$ cat src/hdl/bilr_pkg.sv
// Shared types and constants of the RGB bilinear resampler.
// Depends on nothing; used by every module of the block.
package bilr_pkg;

	localparam int CFG_W   = 16;
	localparam int SRC_W   = 9;
	localparam int TGT_W   = 16;
	localparam int COORD_W = 16;
	localparam int IDX_W   = 16;
	localparam int NUM_W   = COORD_W + SRC_W;
	localparam int PIX_W   = 24;

	localparam logic [1:0] REG_SOURCE_WIDTH  = 2'd0;
	localparam logic [1:0] REG_SOURCE_HEIGHT = 2'd1;
	localparam logic [1:0] REG_TARGET_WIDTH  = 2'd2;
	localparam logic [1:0] REG_TARGET_HEIGHT = 2'd3;

	localparam logic OP_LOAD    = 1'b0;
	localparam logic OP_COMPUTE = 1'b1;

	typedef struct packed {
		logic               opcode;
		logic [IDX_W-1:0]   pixel_index;
		logic [7:0]         in_red;
		logic [7:0]         in_green;
		logic [7:0]         in_blue;
		logic [COORD_W-1:0] target_x;
		logic [COORD_W-1:0] target_y;
	} in_item_t;

	typedef struct packed {
		logic [7:0] out_red;
		logic [7:0] out_green;
		logic [7:0] out_blue;
		logic       bad_request;
	} out_item_t;

	// Control and load payload that rides along the arithmetic pipeline.
	typedef struct packed {
		logic             vld;
		logic             cmp;
		logic             bad;
		logic [IDX_W-1:0] pixel_index;
		logic [PIX_W-1:0] rgb;
	} side_t;

endpackage

$ cat src/hdl/bilr_div_pipe.sv
// Pipelined restoring divider for both sample axes, one quotient bit per stage.
// Depends on bilr_pkg for widths and the side-band struct.
module bilr_div_pipe #(
	parameter int INT_BITS  = 8,
	parameter int FRAC_BITS = 16
) (
	input  logic                      clk,
	input  logic                      arst_n,
	input  logic                      adv,
	input  logic [bilr_pkg::NUM_W-1:0] num_x,
	input  logic [bilr_pkg::NUM_W-1:0] num_y,
	input  logic [bilr_pkg::TGT_W-1:0] den_x,
	input  logic [bilr_pkg::TGT_W-1:0] den_y,
	input  bilr_pkg::side_t           side_in,
	output bilr_pkg::side_t           side_out,
	output logic [INT_BITS+FRAC_BITS-1:0] quo_x,
	output logic [INT_BITS+FRAC_BITS-1:0] quo_y
);

	localparam int QW = INT_BITS + FRAC_BITS;
	localparam int DW = bilr_pkg::TGT_W;

	function automatic logic [DW:0] div_step(input logic [DW-1:0] r, input logic b,
		input logic [DW-1:0] d);
		logic [DW:0] t;
		logic [DW:0] diff;
		t = {r, b};
		diff = t - {1'b0, d};
		if (t >= {1'b0, d}) begin
			div_step = {1'b1, diff[DW-1:0]};
		end else begin
			div_step = {1'b0, t[DW-1:0]};
		end
	endfunction

	logic [DW-1:0]   rx_s [QW+1];
	logic [DW-1:0]   ry_s [QW+1];
	logic [QW-1:0]   ex_s [QW+1];
	logic [QW-1:0]   ey_s [QW+1];
	logic [QW-1:0]   qx_s [QW+1];
	logic [QW-1:0]   qy_s [QW+1];
	bilr_pkg::side_t sd_s [QW+1];

	// The remainder starts from the high part of the dividend, which is below the
	// divisor for any request inside the target; the rest is shifted in bit by bit.
	assign rx_s[0] = DW'(num_x >> INT_BITS);
	assign ry_s[0] = DW'(num_y >> INT_BITS);
	assign ex_s[0] = {num_x[INT_BITS-1:0], {FRAC_BITS{1'b0}}};
	assign ey_s[0] = {num_y[INT_BITS-1:0], {FRAC_BITS{1'b0}}};
	assign qx_s[0] = '0;
	assign qy_s[0] = '0;
	assign sd_s[0] = side_in;

	for (genvar i = 0; i < QW; i++) begin : g_stage
		logic [DW:0] nx;
		logic [DW:0] ny;
		assign nx = div_step(rx_s[i], ex_s[i][QW-1-i], den_x);
		assign ny = div_step(ry_s[i], ey_s[i][QW-1-i], den_y);

		always_ff @(posedge clk or negedge arst_n) begin
			if (!arst_n) begin
				sd_s[i+1] <= '0;
			end else if (adv) begin
				sd_s[i+1] <= sd_s[i];
			end
		end

		always_ff @(posedge clk) begin
			if (adv) begin
				rx_s[i+1] <= nx[DW-1:0];
				ry_s[i+1] <= ny[DW-1:0];
				ex_s[i+1] <= ex_s[i];
				ey_s[i+1] <= ey_s[i];
				qx_s[i+1] <= {qx_s[i][QW-2:0], nx[DW]};
				qy_s[i+1] <= {qy_s[i][QW-2:0], ny[DW]};
			end
		end
	end

	assign side_out = sd_s[QW];
	assign quo_x    = qx_s[QW];
	assign quo_y    = qy_s[QW];

endmodule

$ cat config.mk
export PLATFORM = sky130hd
export DESIGN_NAME = bilr_div_pipe
export DESIGN_NICKNAME = d
export VERILOG_FILES = /design/src/hdl/bilr_pkg.sv /design/src/hdl/bilr_div_pipe.sv
export SDC_FILE = /design/constraint.sdc
export NUM_CORES = 2
export LEC_CHECK = 0
export ABC_CLOCK_PERIOD_IN_PS = 5100
export BUFFER_PORTS_ARGS = -buffer_cell sky130_fd_sc_hd__buf_2
export CAP_MARGIN = 20
export CORE_MARGIN = 1.5
export CORE_UTILIZATION = 40
export CTS_BUF_LIST = sky130_fd_sc_hd__clkbuf_2 sky130_fd_sc_hd__clkbuf_4 sky130_fd_sc_hd__clkbuf_8
export DETAILED_ROUTE_END_ITERATION = 8
export GPL_TIMING_DRIVEN = 0
export SETUP_SLACK_MARGIN = 0.02
export SYNTH_ARGS = -nofsm -noshare
export SYNTH_HDL_FRONTEND = slang
export SYNTH_SLANG_ARGS = --single-unit
export TNS_END_PERCENT = 10
$ cat constraint.sdc
create_clock -name clk -period 5.1 [get_ports clk]
set_clock_uncertainty 0.15 [all_clocks]
set_input_delay 0.51 -clock clk [delete_from_list [all_inputs] [get_ports clk]]
set_output_delay 0.51 -clock clk [all_outputs]
set_load 0.005 [all_outputs]
==> metrics <==
Stages on worst setup path=9; Initial DRT Pass Iterations=6; total power=87600 uW; commonest non-fill, non-tap cell in the layout=mux2_2; Total GRT Usage=0.173; vias=78500; Chip Height=559 um; r2r worst-path depth=10; Worst Tran Pin Value=1070 ps; Seq cells post-synth=2424; outcome=complete, no violations; CP Capture Type=register; H-Tree Depth=5; placer's final routability congestion estimate=0.862; final number of max-transition violations=0; Die ar.=0.312 mm2; startpoint types=primary input; hold depth=3; Worst Path Buf+Inv=8; Crit path largest cell delay=620 ps; Mapped Nets=10500; max-cap viol count=0; die span in x=559 um; Distinct cells, synth=100; Worst Path Required=5850 ps; Post-synth EDFFs=1392; CP arrival=5570 ps; Boundary Pins=219; period utilization=0.945; Post-Syn Area=0.124 mm2; total grt overflow=0; sequential-to-total area share from yosys stat=0.547; CTS Buf Count=421; Residual DRC=0; Clock Sinks=2424; asr flop ratio synth=0.426; Post-synth top flop=edfxtp_1; crit path time final=4820 ps; Filler cells=27500; Port Buf Inserts=216; vias in the first global route=80600; first-pass GRT wire length=436000 um; Synth-to-Final Area Change=14.5%; Antenna Nets Post-Route=0; slowest cell on the critical path=clkbuf_1; RR Startpoint=ry_s[352]$_DFFE_PP_; worst vdd ir=0.348 mV; RR Endpoint=ry_s[347]$_DFFE_PP_; WL/cell=18.5 um; clock edge transition at the registers on the reported setup and hold paths=60 ps; Hold Crit Class=in -> reg; CTS max path bufs=4; R2R Setup Slk=1450 ps; Crit path max-delay family=buffers and inverters; most frequent cells in the layout=1444 x mux2_2, 1392 x edfxtp_1, 1032 x dfrtp_1; row count=203; Initial Util=0.403; post-CTS setup buffers=0; setup TNS=0 ps; Routed WL=274000 um; Crit Path Max Fanout=146; Hold EP=sd_s[989]$_DFFE_PN0P_; Via density=5.30; Iteration-0 DRC Markers=4842; RSZ-0062 raised after global routing=no; largest net degree at the start of global routing=186; Lkg Pwr=0.0573 uW; crit-path most repeated cell=clkbuf_1; worst-path cell chain=dlygate4sd3_1 > buf_12 > buf_16 > buf_16 > clkbuf_1 > clkbuf_2 > clkbuf_1 > clkbuf_1 > mux2_2; clk_lat worst skew=1040 ps; PD cells=620 mW/mm2; Mean Syn Cell Area=13.0 um2; hold_sp=side_in[0]; Max Fclk=207 MHz; placed wire-length estimate=188000 um; Layout Nets=11300; CORE AREA=0.307 mm2; TritonCTS clock tree=done; initial antenna violation count=10; Mapped Cells=9531; final setup fails=0; Synthesis Warnings=0; relative slew slack=0.283; Clock Tree Root=clkbuf_8; Fin. Hold Viols=0; share of layout cells above drive strength 1=0.256; Crit Path Category=in -> reg
[cells in the mapped netlist, types with 146 or more instances]
| master | instances | area [um2] |
|---|---|---|
| nor2_1 | 479 | 1800 |
| xnor2_1 | 315 | 2760 |
| xor2_1 | 172 | 1510 |
| inv_1 | 274 | 1030 |
| nor2b_1 | 148 | 926 |
| ha_1 | 766 | 9580 |
| a21o_1 | 191 | 1430 |
| nor3_1 | 158 | 791 |
| edfxtp_1 | 1392 | 41800 |
| nand2_1 | 418 | 1570 |
| dfrtp_1 | 1032 | 25800 |
| o21ai_0 | 411 | 2060 |
| mux2_2 | 1444 | 16300 |
| a21oi_1 | 458 | 2290 |
| o21a_1 | 146 | 1100 |
| clkbuf_1 | 163 | 612 |
[registers in the layout, indices dropped and copies added, names as in the netlist]
| signal | count |
|---|---|
| ey_s | 28 |
| quo_y | 24 |
| side_out | 43 |
| ry_s | 368 |
| qy_s | 276 |
| qx_s | 276 |
| quo_x | 24 |
| sd_s | 989 |
| rx_s | 368 |
| ex_s | 28 |
[report_power, final]
| part | total [uW] | internal [uW] | switching (uW) |
|---|---|---|---|
| clock | 18800 | 10700 | 8090 |
| combinational | 35000 | 17200 | 17800 |
| sequential | 33900 | 29900 | 4010 |
[per-stage QoR]
stage	std cells	setup WS, ps	hold WS (ps)	utilization	cell area [um2]
final	14800	278	131	0.461	141000
after CTS	14800	38.3	2.56	0.461	141000
after detailed placement	13900	-501	255	0.427	131000
after floorplan	9531	1480	64.4	-	124000
after global placement	13800	-20750	250	0.423	130000
after global routing	14800	96.8	41.7	0.461	141000
[cell families (layout without fill, tap and decap cells)]
family	Yosys count	after routing	share of synthesized area
xor+xnor	487	487	0.0345
compound gates	1842	1842	0.0988
fa+ha+maj	812	812	0.0850
buf+inv	608	1784	0.0229
mux	1523	1523	0.138
other cells	0	7	0
flops	2424	2424	0.547
simple gates	1835	1835	0.0731
[worst min-delay path: stages]
cell and delay (ps):
dlygate4sd3_1 520, buf_2 100, mux2_2 130
[repair_timing]
item,in CTS,in global routing
setup endpoints to repair,0,180
resized for setup,0,4
endpoints found under the hold margin,483,0
hold buffers,153,0
[how the worst max path moves through the flow]
stage / startpoint / endpoint / slack, ps
after global routing: adv / sd_s[917]$_DFFE_PN0P_ / 100
final: adv / sd_s[917]$_DFFE_PN0P_ / 280
after global placement: adv / sd_s[963]$_DFFE_PN0P_ / -20750
after detailed placement: adv / sd_s[921]$_DFFE_PN0P_ / -500
after floorplan: den_y[1] / ry_s[362]$_DFFE_PP_ / 1480
after CTS: adv / sd_s[917]$_DFFE_PN0P_ / 40
[layout make-up]
type                       count  area (um2)  area share
buffer                       331        1790      0.0127
sequential                  2424       67600       0.478
timing repair buffer         417        3740      0.0265
antenna                        7        17.5    0.000124
tap                         4100        5130      0.0363
clock inverter               149        1500      0.0106
clock buffer                 610        7480      0.0529
multi-input combinational   6499       53100       0.375
inverter                     277        1040     0.00735
[routing by layer]
layer	vias to the layer above	global-route usage	wire length, um
met5	-	0	31
met2	1768	0.291	131000
met3	589	0.0265	12200
met4	4	0.0569	8500
li1	37400	-	-
met1	38700	0.227	123000
Note: power is estimated with default switching activity, not from simulation.
